### src/design/ehx_pkg.sv
`default_nettype none
package ehx_pkg;

  // Offset counter width and its saturation value.
  localparam int OFFSET_BITS = 16;
  localparam logic [OFFSET_BITS-1:0] OFFSET_MAX = '1;

  // Header offsets fit in seven bits. Every field, including the last L4 field, ends below 128.
  localparam int HDR_OFF_BITS = 7;

  // Result queue sizing: one byte produces at most two records.
  localparam int FIFO_DEPTH = 4;
  localparam int FIFO_AW    = 2;
  localparam int FIFO_CW    = 3;
  localparam int MAX_PUSH   = 2;

  localparam logic [15:0] ETYPE_IPV4 = 16'h0800;
  localparam logic [15:0] ETYPE_IPV6 = 16'h86DD;
  localparam logic [15:0] ETYPE_ARP  = 16'h0806;
  localparam logic [7:0]  PROTO_TCP  = 8'd6;
  localparam logic [7:0]  PROTO_UDP  = 8'd17;
  localparam logic [3:0]  IHL_MIN    = 4'd5;
  localparam logic [HDR_OFF_BITS-1:0] IP_HDR_START  = 7'd14;
  localparam logic [HDR_OFF_BITS-1:0] IPV6_L4_START = 7'd54;

  localparam logic [15:0] PORT_DNS   = 16'd53;
  localparam logic [15:0] PORT_HTTP  = 16'd80;
  localparam logic [15:0] PORT_HTTPS = 16'd443;

  localparam logic [19:0] FLOW_LABEL_MASK = 20'hFFFFF;

  typedef enum logic [1:0] {
    SVC_NONE  = 2'd0,
    SVC_DNS   = 2'd1,
    SVC_HTTP  = 2'd2,
    SVC_HTTPS = 2'd3
  } svc_t;

  typedef enum logic [1:0] {
    NET_OTHER = 2'd0,
    NET_IPV4  = 2'd1,
    NET_IPV6  = 2'd2,
    NET_ARP   = 2'd3
  } net_kind_t;

  typedef enum logic [1:0] {
    L4_NONE = 2'd0,
    L4_TCP  = 2'd1,
    L4_UDP  = 2'd2
  } l4_kind_t;

  typedef enum logic [5:0] {
    K_DST_MAC      = 6'd0,
    K_SRC_MAC      = 6'd1,
    K_ETHERTYPE    = 6'd2,
    K_IP4_HLEN     = 6'd3,
    K_IP4_TOTLEN   = 6'd4,
    K_IP4_ID       = 6'd5,
    K_IP4_FLAGS    = 6'd6,
    K_IP4_FRAGOFF  = 6'd7,
    K_IP4_TTL      = 6'd8,
    K_IP4_PROTO    = 6'd9,
    K_IP4_SRC      = 6'd10,
    K_IP4_DST      = 6'd11,
    K_IP6_TCLASS   = 6'd12,
    K_IP6_FLOW     = 6'd13,
    K_IP6_PAYLEN   = 6'd14,
    K_IP6_NXTHDR   = 6'd15,
    K_IP6_HOPLIM   = 6'd16,
    K_IP6_SRC_HI   = 6'd17,
    K_IP6_SRC_LO   = 6'd18,
    K_IP6_DST_HI   = 6'd19,
    K_IP6_DST_LO   = 6'd20,
    K_ARP_HTYPE    = 6'd21,
    K_ARP_PTYPE    = 6'd22,
    K_ARP_HLEN     = 6'd23,
    K_ARP_PLEN     = 6'd24,
    K_ARP_OPER     = 6'd25,
    K_ARP_SHA      = 6'd26,
    K_ARP_SPA      = 6'd27,
    K_ARP_THA      = 6'd28,
    K_ARP_TPA      = 6'd29,
    K_SRC_PORT     = 6'd30,
    K_DST_PORT     = 6'd31,
    K_TCP_SEQ      = 6'd32,
    K_TCP_ACK      = 6'd33,
    K_TCP_HLEN     = 6'd34,
    K_TCP_FLAGS    = 6'd35,
    K_TCP_WINDOW   = 6'd36,
    K_TCP_CSUM     = 6'd37,
    K_UDP_LEN      = 6'd38,
    K_UDP_CSUM     = 6'd39,
    K_FRAME_LEN    = 6'd40
  } kind_t;

  typedef struct packed {
    kind_t       kind;
    logic [63:0] value;
    svc_t        service;
    logic [31:0] packet_number;
    logic        last;
  } rec_t;

  function automatic svc_t svc_of(input logic [15:0] port);
    svc_t s;
    s = SVC_NONE;
    if (port == PORT_DNS) s = SVC_DNS;
    else if (port == PORT_HTTP) s = SVC_HTTP;
    else if (port == PORT_HTTPS) s = SVC_HTTPS;
    return s;
  endfunction

endpackage
`default_nettype wire

### src/design/eth_ip_l4_header_extractor.sv
`default_nettype none
// Channel  Handshake            Payload
// input    in_valid / in_stall  data_byte[7:0], last_byte
// output   out_valid/out_stall  record_kind[5:0], value[63:0], service[1:0],
//                               packet_number[31:0], last
//
// One frame byte is taken per cycle while in_stall is low. The byte is decoded in the same cycle
// against offset compares and lands as zero, one or two records in a
// four-word result queue. The queue head drives the output port.
// in_stall rises only when fewer than two queue slots are free, so a byte
// keeps flowing while earlier records wait on out_stall.
// Synchronous reset clears the parse state, the frame count and the queue.
module eth_ip_l4_header_extractor (
  input  wire                  clk,
  input  wire                  rst,
  input  wire                  in_valid,
  output logic                 in_stall,
  input  wire  [7:0]           data_byte,
  input  wire                  last_byte,
  output logic                 out_valid,
  input  wire                  out_stall,
  output logic [5:0]           record_kind,
  output logic [63:0]          value,
  output logic [1:0]           service,
  output logic [31:0]          packet_number,
  output logic                 last
);

  // Parse state
  logic [ehx_pkg::OFFSET_BITS-1:0]  byte_offset;
  logic [63:0]                      field_accumulator;
  ehx_pkg::net_kind_t               network_kind;
  ehx_pkg::l4_kind_t                transport_kind;
  logic [ehx_pkg::HDR_OFF_BITS-1:0] transport_start;
  logic [31:0]                      frame_count;

  logic [ehx_pkg::OFFSET_BITS-1:0]  byte_offset_next;
  logic [63:0]                      field_accumulator_next;
  ehx_pkg::net_kind_t               network_kind_next;
  ehx_pkg::l4_kind_t                transport_kind_next;
  logic [ehx_pkg::HDR_OFF_BITS-1:0] transport_start_next;
  logic [31:0]                      frame_count_next;

  // Result queue
  ehx_pkg::rec_t               fifo [ehx_pkg::FIFO_DEPTH];
  logic [ehx_pkg::FIFO_AW-1:0] rd_ptr;
  logic [ehx_pkg::FIFO_AW-1:0] wr_ptr;
  logic [ehx_pkg::FIFO_CW-1:0] count;

  logic                        accept;
  logic                        pop;
  logic [1:0]                  push_n;
  logic [ehx_pkg::FIFO_AW-1:0] len_ptr;

  // Byte decode
  logic                             hdr_in;
  logic [ehx_pkg::HDR_OFF_BITS-1:0] hdr_off;
  logic [ehx_pkg::HDR_OFF_BITS-1:0] rel;
  logic                             l4_on;
  logic [15:0]                      low2;
  logic                             fld_valid;
  ehx_pkg::rec_t                    fld_rec;
  ehx_pkg::rec_t                    len_rec;

  assign accept   = in_valid && !in_stall;
  assign pop      = out_valid && !out_stall;
  // Hold the input whenever two records might not fit.
  assign in_stall = count > ehx_pkg::FIFO_CW'(ehx_pkg::FIFO_DEPTH - ehx_pkg::MAX_PUSH);

  // All defined fields sit below offset 128. Above that, only the length record matters.
  assign hdr_in  = byte_offset[ehx_pkg::OFFSET_BITS-1:ehx_pkg::HDR_OFF_BITS] == '0;
  assign hdr_off = byte_offset[ehx_pkg::HDR_OFF_BITS-1:0];
  assign rel     = hdr_off - transport_start;
  assign l4_on   = hdr_in && (transport_kind != ehx_pkg::L4_NONE)
                   && (transport_start != '0) && (hdr_off >= transport_start);

  assign field_accumulator_next = {field_accumulator[55:0], data_byte};
  assign low2                   = field_accumulator_next[15:0];
  // Bump the frame count on the first byte; records of that byte carry the new count.
  assign frame_count_next = (byte_offset == '0) ? frame_count + 32'd1 : frame_count;

  always_comb begin
    fld_valid                = 1'b0;
    fld_rec.kind             = ehx_pkg::K_DST_MAC;
    fld_rec.value            = '0;
    fld_rec.service          = ehx_pkg::SVC_NONE;
    fld_rec.packet_number    = frame_count_next;
    fld_rec.last             = 1'b0;
    network_kind_next        = network_kind;
    transport_kind_next      = transport_kind;
    transport_start_next     = transport_start;

    if (hdr_in) begin
      // Ethernet header
      case (hdr_off)
        7'd5: begin
          fld_valid = 1'b1; fld_rec.kind = ehx_pkg::K_DST_MAC;
          fld_rec.value = 64'(field_accumulator_next[47:0]);
        end
        7'd11: begin
          fld_valid = 1'b1; fld_rec.kind = ehx_pkg::K_SRC_MAC;
          fld_rec.value = 64'(field_accumulator_next[47:0]);
        end
        7'd13: begin
          fld_valid = 1'b1; fld_rec.kind = ehx_pkg::K_ETHERTYPE;
          fld_rec.value = 64'(low2);
          case (low2)
            ehx_pkg::ETYPE_IPV4: network_kind_next = ehx_pkg::NET_IPV4;
            ehx_pkg::ETYPE_IPV6: network_kind_next = ehx_pkg::NET_IPV6;
            ehx_pkg::ETYPE_ARP:  network_kind_next = ehx_pkg::NET_ARP;
            default:             network_kind_next = ehx_pkg::NET_OTHER;
          endcase
        end
        default: ;
      endcase

      // Network header, chosen by the EtherType seen at offset 13
      case (network_kind)
        ehx_pkg::NET_IPV4: begin
          case (hdr_off)
            7'd14: begin
              fld_valid = 1'b1; fld_rec.kind = ehx_pkg::K_IP4_HLEN;
              fld_rec.value = 64'({data_byte[3:0], 2'b00});
              // Drop L4 parsing when IHL is malformed.
              transport_start_next = (data_byte[3:0] >= ehx_pkg::IHL_MIN)
                ? ehx_pkg::IP_HDR_START + ehx_pkg::HDR_OFF_BITS'({data_byte[3:0], 2'b00})
                : '0;
            end
            7'd17: begin
              fld_valid = 1'b1; fld_rec.kind = ehx_pkg::K_IP4_TOTLEN;
              fld_rec.value = 64'(low2);
            end
            7'd19: begin
              fld_valid = 1'b1; fld_rec.kind = ehx_pkg::K_IP4_ID;
              fld_rec.value = 64'(low2);
            end
            7'd20: begin
              fld_valid = 1'b1; fld_rec.kind = ehx_pkg::K_IP4_FLAGS;
              fld_rec.value = 64'(data_byte[7:5]);
            end
            7'd21: begin
              fld_valid = 1'b1; fld_rec.kind = ehx_pkg::K_IP4_FRAGOFF;
              fld_rec.value = 64'(low2[12:0]);
            end
            7'd22: begin
              fld_valid = 1'b1; fld_rec.kind = ehx_pkg::K_IP4_TTL;
              fld_rec.value = 64'(data_byte);
            end
            7'd23: begin
              fld_valid = 1'b1; fld_rec.kind = ehx_pkg::K_IP4_PROTO;
              fld_rec.value = 64'(data_byte);
              if (transport_start != '0) begin
                if (data_byte == ehx_pkg::PROTO_TCP) transport_kind_next = ehx_pkg::L4_TCP;
                else if (data_byte == ehx_pkg::PROTO_UDP) transport_kind_next = ehx_pkg::L4_UDP;
                else transport_kind_next = ehx_pkg::L4_NONE;
              end
            end
            7'd29: begin
              fld_valid = 1'b1; fld_rec.kind = ehx_pkg::K_IP4_SRC;
              fld_rec.value = 64'(field_accumulator_next[31:0]);
            end
            7'd33: begin
              fld_valid = 1'b1; fld_rec.kind = ehx_pkg::K_IP4_DST;
              fld_rec.value = 64'(field_accumulator_next[31:0]);
            end
            default: ;
          endcase
        end
        ehx_pkg::NET_IPV6: begin
          case (hdr_off)
            7'd15: begin
              fld_valid = 1'b1; fld_rec.kind = ehx_pkg::K_IP6_TCLASS;
              fld_rec.value = 64'(low2[11:4]);
            end
            7'd17: begin
              fld_valid = 1'b1; fld_rec.kind = ehx_pkg::K_IP6_FLOW;
              fld_rec.value = 64'(field_accumulator_next[19:0] & ehx_pkg::FLOW_LABEL_MASK);
            end
            7'd19: begin
              fld_valid = 1'b1; fld_rec.kind = ehx_pkg::K_IP6_PAYLEN;
              fld_rec.value = 64'(low2);
            end
            7'd20: begin
              fld_valid = 1'b1; fld_rec.kind = ehx_pkg::K_IP6_NXTHDR;
              fld_rec.value = 64'(data_byte);
              // Fixed 40-byte header: L4 starts right after it.
              transport_start_next = ehx_pkg::IPV6_L4_START;
              if (data_byte == ehx_pkg::PROTO_TCP) transport_kind_next = ehx_pkg::L4_TCP;
              else if (data_byte == ehx_pkg::PROTO_UDP) transport_kind_next = ehx_pkg::L4_UDP;
              else transport_kind_next = ehx_pkg::L4_NONE;
            end
            7'd21: begin
              fld_valid = 1'b1; fld_rec.kind = ehx_pkg::K_IP6_HOPLIM;
              fld_rec.value = 64'(data_byte);
            end
            7'd29: begin
              fld_valid = 1'b1; fld_rec.kind = ehx_pkg::K_IP6_SRC_HI;
              fld_rec.value = field_accumulator_next;
            end
            7'd37: begin
              fld_valid = 1'b1; fld_rec.kind = ehx_pkg::K_IP6_SRC_LO;
              fld_rec.value = field_accumulator_next;
            end
            7'd45: begin
              fld_valid = 1'b1; fld_rec.kind = ehx_pkg::K_IP6_DST_HI;
              fld_rec.value = field_accumulator_next;
            end
            7'd53: begin
              fld_valid = 1'b1; fld_rec.kind = ehx_pkg::K_IP6_DST_LO;
              fld_rec.value = field_accumulator_next;
            end
            default: ;
          endcase
        end
        ehx_pkg::NET_ARP: begin
          case (hdr_off)
            7'd15: begin
              fld_valid = 1'b1; fld_rec.kind = ehx_pkg::K_ARP_HTYPE;
              fld_rec.value = 64'(low2);
            end
            7'd17: begin
              fld_valid = 1'b1; fld_rec.kind = ehx_pkg::K_ARP_PTYPE;
              fld_rec.value = 64'(low2);
            end
            7'd18: begin
              fld_valid = 1'b1; fld_rec.kind = ehx_pkg::K_ARP_HLEN;
              fld_rec.value = 64'(data_byte);
            end
            7'd19: begin
              fld_valid = 1'b1; fld_rec.kind = ehx_pkg::K_ARP_PLEN;
              fld_rec.value = 64'(data_byte);
            end
            7'd21: begin
              fld_valid = 1'b1; fld_rec.kind = ehx_pkg::K_ARP_OPER;
              fld_rec.value = 64'(low2);
            end
            7'd27: begin
              fld_valid = 1'b1; fld_rec.kind = ehx_pkg::K_ARP_SHA;
              fld_rec.value = 64'(field_accumulator_next[47:0]);
            end
            7'd31: begin
              fld_valid = 1'b1; fld_rec.kind = ehx_pkg::K_ARP_SPA;
              fld_rec.value = 64'(field_accumulator_next[31:0]);
            end
            7'd37: begin
              fld_valid = 1'b1; fld_rec.kind = ehx_pkg::K_ARP_THA;
              fld_rec.value = 64'(field_accumulator_next[47:0]);
            end
            7'd41: begin
              fld_valid = 1'b1; fld_rec.kind = ehx_pkg::K_ARP_TPA;
              fld_rec.value = 64'(field_accumulator_next[31:0]);
            end
            default: ;
          endcase
        end
        default: ;
      endcase

      // Transport header, relative to its start offset
      if (l4_on) begin
        if (rel == 7'd1) begin
          fld_valid = 1'b1; fld_rec.kind = ehx_pkg::K_SRC_PORT;
          fld_rec.value = 64'(low2); fld_rec.service = ehx_pkg::svc_of(low2);
        end else if (rel == 7'd3) begin
          fld_valid = 1'b1; fld_rec.kind = ehx_pkg::K_DST_PORT;
          fld_rec.value = 64'(low2); fld_rec.service = ehx_pkg::svc_of(low2);
        end else if (transport_kind == ehx_pkg::L4_TCP) begin
          case (rel)
            7'd7: begin
              fld_valid = 1'b1; fld_rec.kind = ehx_pkg::K_TCP_SEQ;
              fld_rec.value = 64'(field_accumulator_next[31:0]);
            end
            7'd11: begin
              fld_valid = 1'b1; fld_rec.kind = ehx_pkg::K_TCP_ACK;
              fld_rec.value = 64'(field_accumulator_next[31:0]);
            end
            7'd12: begin
              fld_valid = 1'b1; fld_rec.kind = ehx_pkg::K_TCP_HLEN;
              fld_rec.value = 64'({data_byte[7:4], 2'b00});
            end
            7'd13: begin
              fld_valid = 1'b1; fld_rec.kind = ehx_pkg::K_TCP_FLAGS;
              fld_rec.value = 64'(data_byte);
            end
            7'd15: begin
              fld_valid = 1'b1; fld_rec.kind = ehx_pkg::K_TCP_WINDOW;
              fld_rec.value = 64'(low2);
            end
            7'd17: begin
              fld_valid = 1'b1; fld_rec.kind = ehx_pkg::K_TCP_CSUM;
              fld_rec.value = 64'(low2);
            end
            default: ;
          endcase
        end else if (transport_kind == ehx_pkg::L4_UDP) begin
          if (rel == 7'd5) begin
            fld_valid = 1'b1; fld_rec.kind = ehx_pkg::K_UDP_LEN;
            fld_rec.value = 64'(low2);
          end else if (rel == 7'd7) begin
            fld_valid = 1'b1; fld_rec.kind = ehx_pkg::K_UDP_CSUM;
            fld_rec.value = 64'(low2);
          end
        end
      end
    end

    // Close the frame on its last byte; otherwise advance, saturating at the top.
    if (last_byte) begin
      byte_offset_next     = '0;
      network_kind_next    = ehx_pkg::NET_OTHER;
      transport_kind_next  = ehx_pkg::L4_NONE;
      transport_start_next = '0;
    end else if (byte_offset != ehx_pkg::OFFSET_MAX) begin
      byte_offset_next = byte_offset + 1'b1;
    end else begin
      byte_offset_next = byte_offset;
    end
  end

  // Frame length record, always after any field record of the same byte
  assign len_rec.kind          = ehx_pkg::K_FRAME_LEN;
  assign len_rec.value         = 64'(byte_offset) + 64'd1;
  assign len_rec.service       = ehx_pkg::SVC_NONE;
  assign len_rec.packet_number = frame_count_next;
  assign len_rec.last          = 1'b1;

  assign push_n  = accept ? (2'(fld_valid) + 2'(last_byte)) : 2'd0;
  assign len_ptr = wr_ptr + ehx_pkg::FIFO_AW'(fld_valid);

  always_ff @(posedge clk) begin
    if (rst) begin
      byte_offset       <= '0;
      field_accumulator <= '0;
      network_kind      <= ehx_pkg::NET_OTHER;
      transport_kind    <= ehx_pkg::L4_NONE;
      transport_start   <= '0;
      frame_count       <= '0;
    end else if (accept) begin
      byte_offset       <= byte_offset_next;
      field_accumulator <= field_accumulator_next;
      network_kind      <= network_kind_next;
      transport_kind    <= transport_kind_next;
      transport_start   <= transport_start_next;
      frame_count       <= frame_count_next;
    end
  end

  // Queue payload needs no reset.
  always_ff @(posedge clk) begin
    if (accept && fld_valid) begin
      fifo[wr_ptr] <= fld_rec;
    end
    if (accept && last_byte) begin
      fifo[len_ptr] <= len_rec;
    end
  end

  always_ff @(posedge clk) begin
    if (rst) begin
      rd_ptr <= '0;
      wr_ptr <= '0;
      count  <= '0;
    end else begin
      wr_ptr <= wr_ptr + ehx_pkg::FIFO_AW'(push_n);
      if (pop) begin
        rd_ptr <= rd_ptr + 1'b1;
      end
      count <= count + ehx_pkg::FIFO_CW'(push_n) - ehx_pkg::FIFO_CW'(pop);
    end
  end

  // Present the queue head; it stays put while out_stall holds it.
  assign out_valid     = count != '0;
  assign record_kind   = fifo[rd_ptr].kind;
  assign value         = fifo[rd_ptr].value;
  assign service       = fifo[rd_ptr].service;
  assign packet_number = fifo[rd_ptr].packet_number;
  assign last          = fifo[rd_ptr].last;

endmodule
`default_nettype wire
### config.mk
export PLATFORM = sky130hd
export DESIGN_NAME = eth_ip_l4_header_extractor
export DESIGN_NICKNAME = d
export VERILOG_FILES = /design/src/design/ehx_pkg.sv /design/src/design/eth_ip_l4_header_extractor.sv
export SDC_FILE = /design/constraint.sdc
export NUM_CORES = 1
export LEC_CHECK = 0
export ABC_CLOCK_PERIOD_IN_PS = 5250
export BUFFER_PORTS_ARGS = -buffer_cell sky130_fd_sc_hd__buf_2
export CAP_MARGIN = 10
export CORE_ASPECT_RATIO = 1.2
export CORE_MARGIN = 3
export CORE_UTILIZATION = 52
export DETAILED_ROUTE_END_ITERATION = 6
export PLACE_DENSITY = 0.69
export SLEW_MARGIN = 40
export SYNTH_ARGS = -nofsm -noshare
export SYNTH_HDL_FRONTEND = slang
export SYNTH_SLANG_ARGS = --single-unit
### constraint.sdc
create_clock -name clk -period 5.25 [get_ports clk]
set_input_delay 1.05 -clock clk [delete_from_list [all_inputs] [get_ports clk]]
set_output_delay 1.05 -clock clk [all_outputs]
set_load 0.02 [all_outputs]
==> reports/results.ini <==
[critical_path]
setup.worst_path.start_class=flop
rrSetupSlack_ps=350
crit_fanout=16
critical_path_required_ps=5780
rr_endpoint=fifo[2][70]$_SDFFE_PP0N_
critPathArrivalTime_ps=5440
reg2reg_from=byte_offset[1]$_SDFFE_PP0P_
reg2reg_depth=18
critical_path_class=reg2reg
end_kind=flop

[route]
remaining_drc_errors=0
routed_via_density=6.22
routed_wl_um=69900
drtIter0Drc=1481
wire_per_inst_um=22.9
firstDrtPassIters=6
vias=19000
drtAntennaViolNets=0

[placement]
dp.cells=2959
port_buffers=119
dp_hpwl_um=45900
pre_cts_slack_ps=322
place_congestion=0.956

[synth]
synth_cell_type_count=92
synth_seq_cells=543
syn-instance-count=2315
ys_warn_count=0
synth_area_mm2=0.0250
synth_edf_count=196
async_reset_ff_frac=0
synth_top_flop_cell=dfxtp_1
syn_avg_cell_area_um2=10.8
synth_nets=2352
yosysSeqAreaShare=0.514

[cts]
hold_buffers=0
cts_made_buffers=51
clkSinkCount=543
cts.clk_slew.worst_paths_ps=60
clockBufferDepth=3
ctsHtreeMaxLevel=2
root_buffer=clkbuf_16
cts_tree=yes
clk_latency_ps=600

[sta]
clock_skew_ps=17.8
setup_viol=0
hold_ws_ps=453
finalCritPeriodShare=0.934
fin_ws_ps=346
rsz0062_at_grt=no
slew_violations=0
tightest_slew_ps=843
fmax_mhz=204
max-slew-margin-rel=0.435
fin_crit_ps=4900
finalHoldViolations=0

[outcome]
status=completed

[finish]
synthToLayoutAreaGrowth_pct=12.7
layout.nets=2430
most-common-layout-cells=345 x dfxtp_1, 291 x nand2_1, 281 x nor2_1
drive_gt1_frac=0.187
diodes=0
final_cells=3059
final_common_cell=dfxtp_1

[floorplanning]
fp.coreArea_mm2=0.0472
ioPinCount=120
start_util=0.528
die-width_um=206
die_area_mm2=0.0507
die_y_um=246
rows=87

[global_route]
grt_use_total=0.274
grt_max_degree=82
grt_pass1_vias=19000
antenna_found_initial=1
grt-ovfl-total=0
grt_pass1_wl_um=109000

[hold_path]
worstHoldPathCells=2
hp-start=fifo[0][53]$_SDFFE_PP0N_
whs_endpoint=fifo[0][53]$_SDFFE_PP0N_
hold_path_class=reg2reg

[power]
peakVddDrop_mv=0.246
cellPowerDensity_mw_per_mm2=368
p_leak_uw=0.00988

[run]
maxCapViolations=0

[routing by layer]
metal | part of all wire | vias to the layer above | track usage
met3 | 0.067 | 175 | 0.0457
met2 | 0.50 | 742 | 0.468
met4 | 0.034 | 2 | 0.102
met5 | 0.00010 | - | 0
li1 | - | 8690 | -
met1 | 0.40 | 9407 | 0.352
[flip-flops by register name (all words and copies together), names as in the netlist, 3 cells and up, named ones only]
name,count
transport_start,6
field_accumulator,56
byte_offset,16
fifo,420
frame_count,32
count,3
[synth_stat cells, drive strengths merged, types with 7 or more instances]
cell type  count  area share
dfxtp        347        0.28
nand2        294       0.044
nor2         290       0.045
edfxtp       196        0.24
a22o         178       0.062
a21oi        123       0.025
mux4         105       0.095
clkbuf        88       0.013
buf           83       0.019
o21ai         68       0.014
nand3         50       0.011
xor2          43       0.015
xnor2         39       0.014
nor3          38       0.011
inv           32      0.0048
a211oi        31      0.0097
o22ai         29      0.0073
ha            22       0.011
nand4         22      0.0055
a31oi         15      0.0046
or3           14      0.0035
and3          13      0.0033
o211ai        12      0.0058
o31ai         12      0.0038
a22oi         11      0.0033
and2          11      0.0028
nand2b        11      0.0028
nor2b         11      0.0028
mux2i          9      0.0036
o21a           9      0.0027
nand3b         8      0.0024
nor3b          8      0.0024
nor4           8      0.0023
nor4bb         7      0.0028
[worst max path at each step]
stage / startpoint / endpoint / slack (ps) / cells past startpoint
after floorplan: byte_offset[1]$_SDFFE_PP0P_ / fifo[0][10]$_DFFE_PP_ / -20 / 21
final: byte_offset[1]$_SDFFE_PP0P_ / fifo[2][70]$_SDFFE_PP0N_ / 350 / 18
after global routing: byte_offset[1]$_SDFFE_PP0P_ / count[2]$_SDFF_PP0_ / 20 / 22
after global placement: byte_offset[1]$_SDFFE_PP0P_ / count[2]$_SDFF_PP0_ / 410 / 23
after detailed placement: byte_offset[1]$_SDFFE_PP0P_ / fifo[0][80]$_SDFFE_PP0N_ / 320 / 18
after CTS: byte_offset[1]$_SDFFE_PP0P_ / fifo[0][80]$_SDFFE_PP0N_ / 260 / 18
[where the power goes]
part,switching (µW),total (µW),internal (µW)
clock,1630,4010,2370
sequential,137,4610,4470
combinational,1090,1750,658
[layout make-up]
type	instances	area [µm²]
clock buffers	65	1420
clock inverters	31	409
fillers	3898	19100
inverters	33	131
multi-input cells	1568	11300
flip-flops and latches	543	12800
well taps	623	779
repair buffers	196	1270
[what timing repair did]
action / CTS / global route
gates resized for setup: 0 / 4
setup endpoints to repair: 0 / 65
setup buffers: 0 / 1
[critical path: stages (launching register included)]
cell and delay, ps:
dfxtp_1 320, inv_1 100, ha_1 170, inv_1 60
fa_1 490, a211oi_2 240, o2bb2ai_1 110, o21ai_2 240
nand2_2 170, a41oi_4 340, a31oi_4 160, or2_2 350
and2_1 200, ha_1 400, nor2_1 100, nand2_1 140
o211ai_4 270, nor3_4 720, a22o_1 250
[kinds of logic (layout without fill, tap and decap cells)]
logic type / Yosys count / in the layout / share of synthesized area
buffers and inverters: 204 / 325 / 0.0373
DFF: 543 / 543 / 0.514
muxes: 114 / 114 / 0.0984
AOI/OAI and AO/OA: 540 / 540 / 0.158
xor gates and xnor gates: 82 / 82 / 0.0291
and+or+nand+nor: 806 / 806 / 0.149
adders and majority gates: 26 / 26 / 0.0134
[through the flow]
step / area (µm²) / util / setup TNS, ps / total power, µW
final: 28100 / 0.596 / 0 / 10400
after global routing: 28100 / 0.596 / 0 / 10700
after CTS: 28000 / 0.594 / 0 / 10400
after detailed placement: 26200 / 0.555 / 0 / 6450
after global placement: 26200 / 0.555 / 0 / 6420
after floorplan: 25000 / - / -978 / 5880
(Power assumes the default switching activity.)
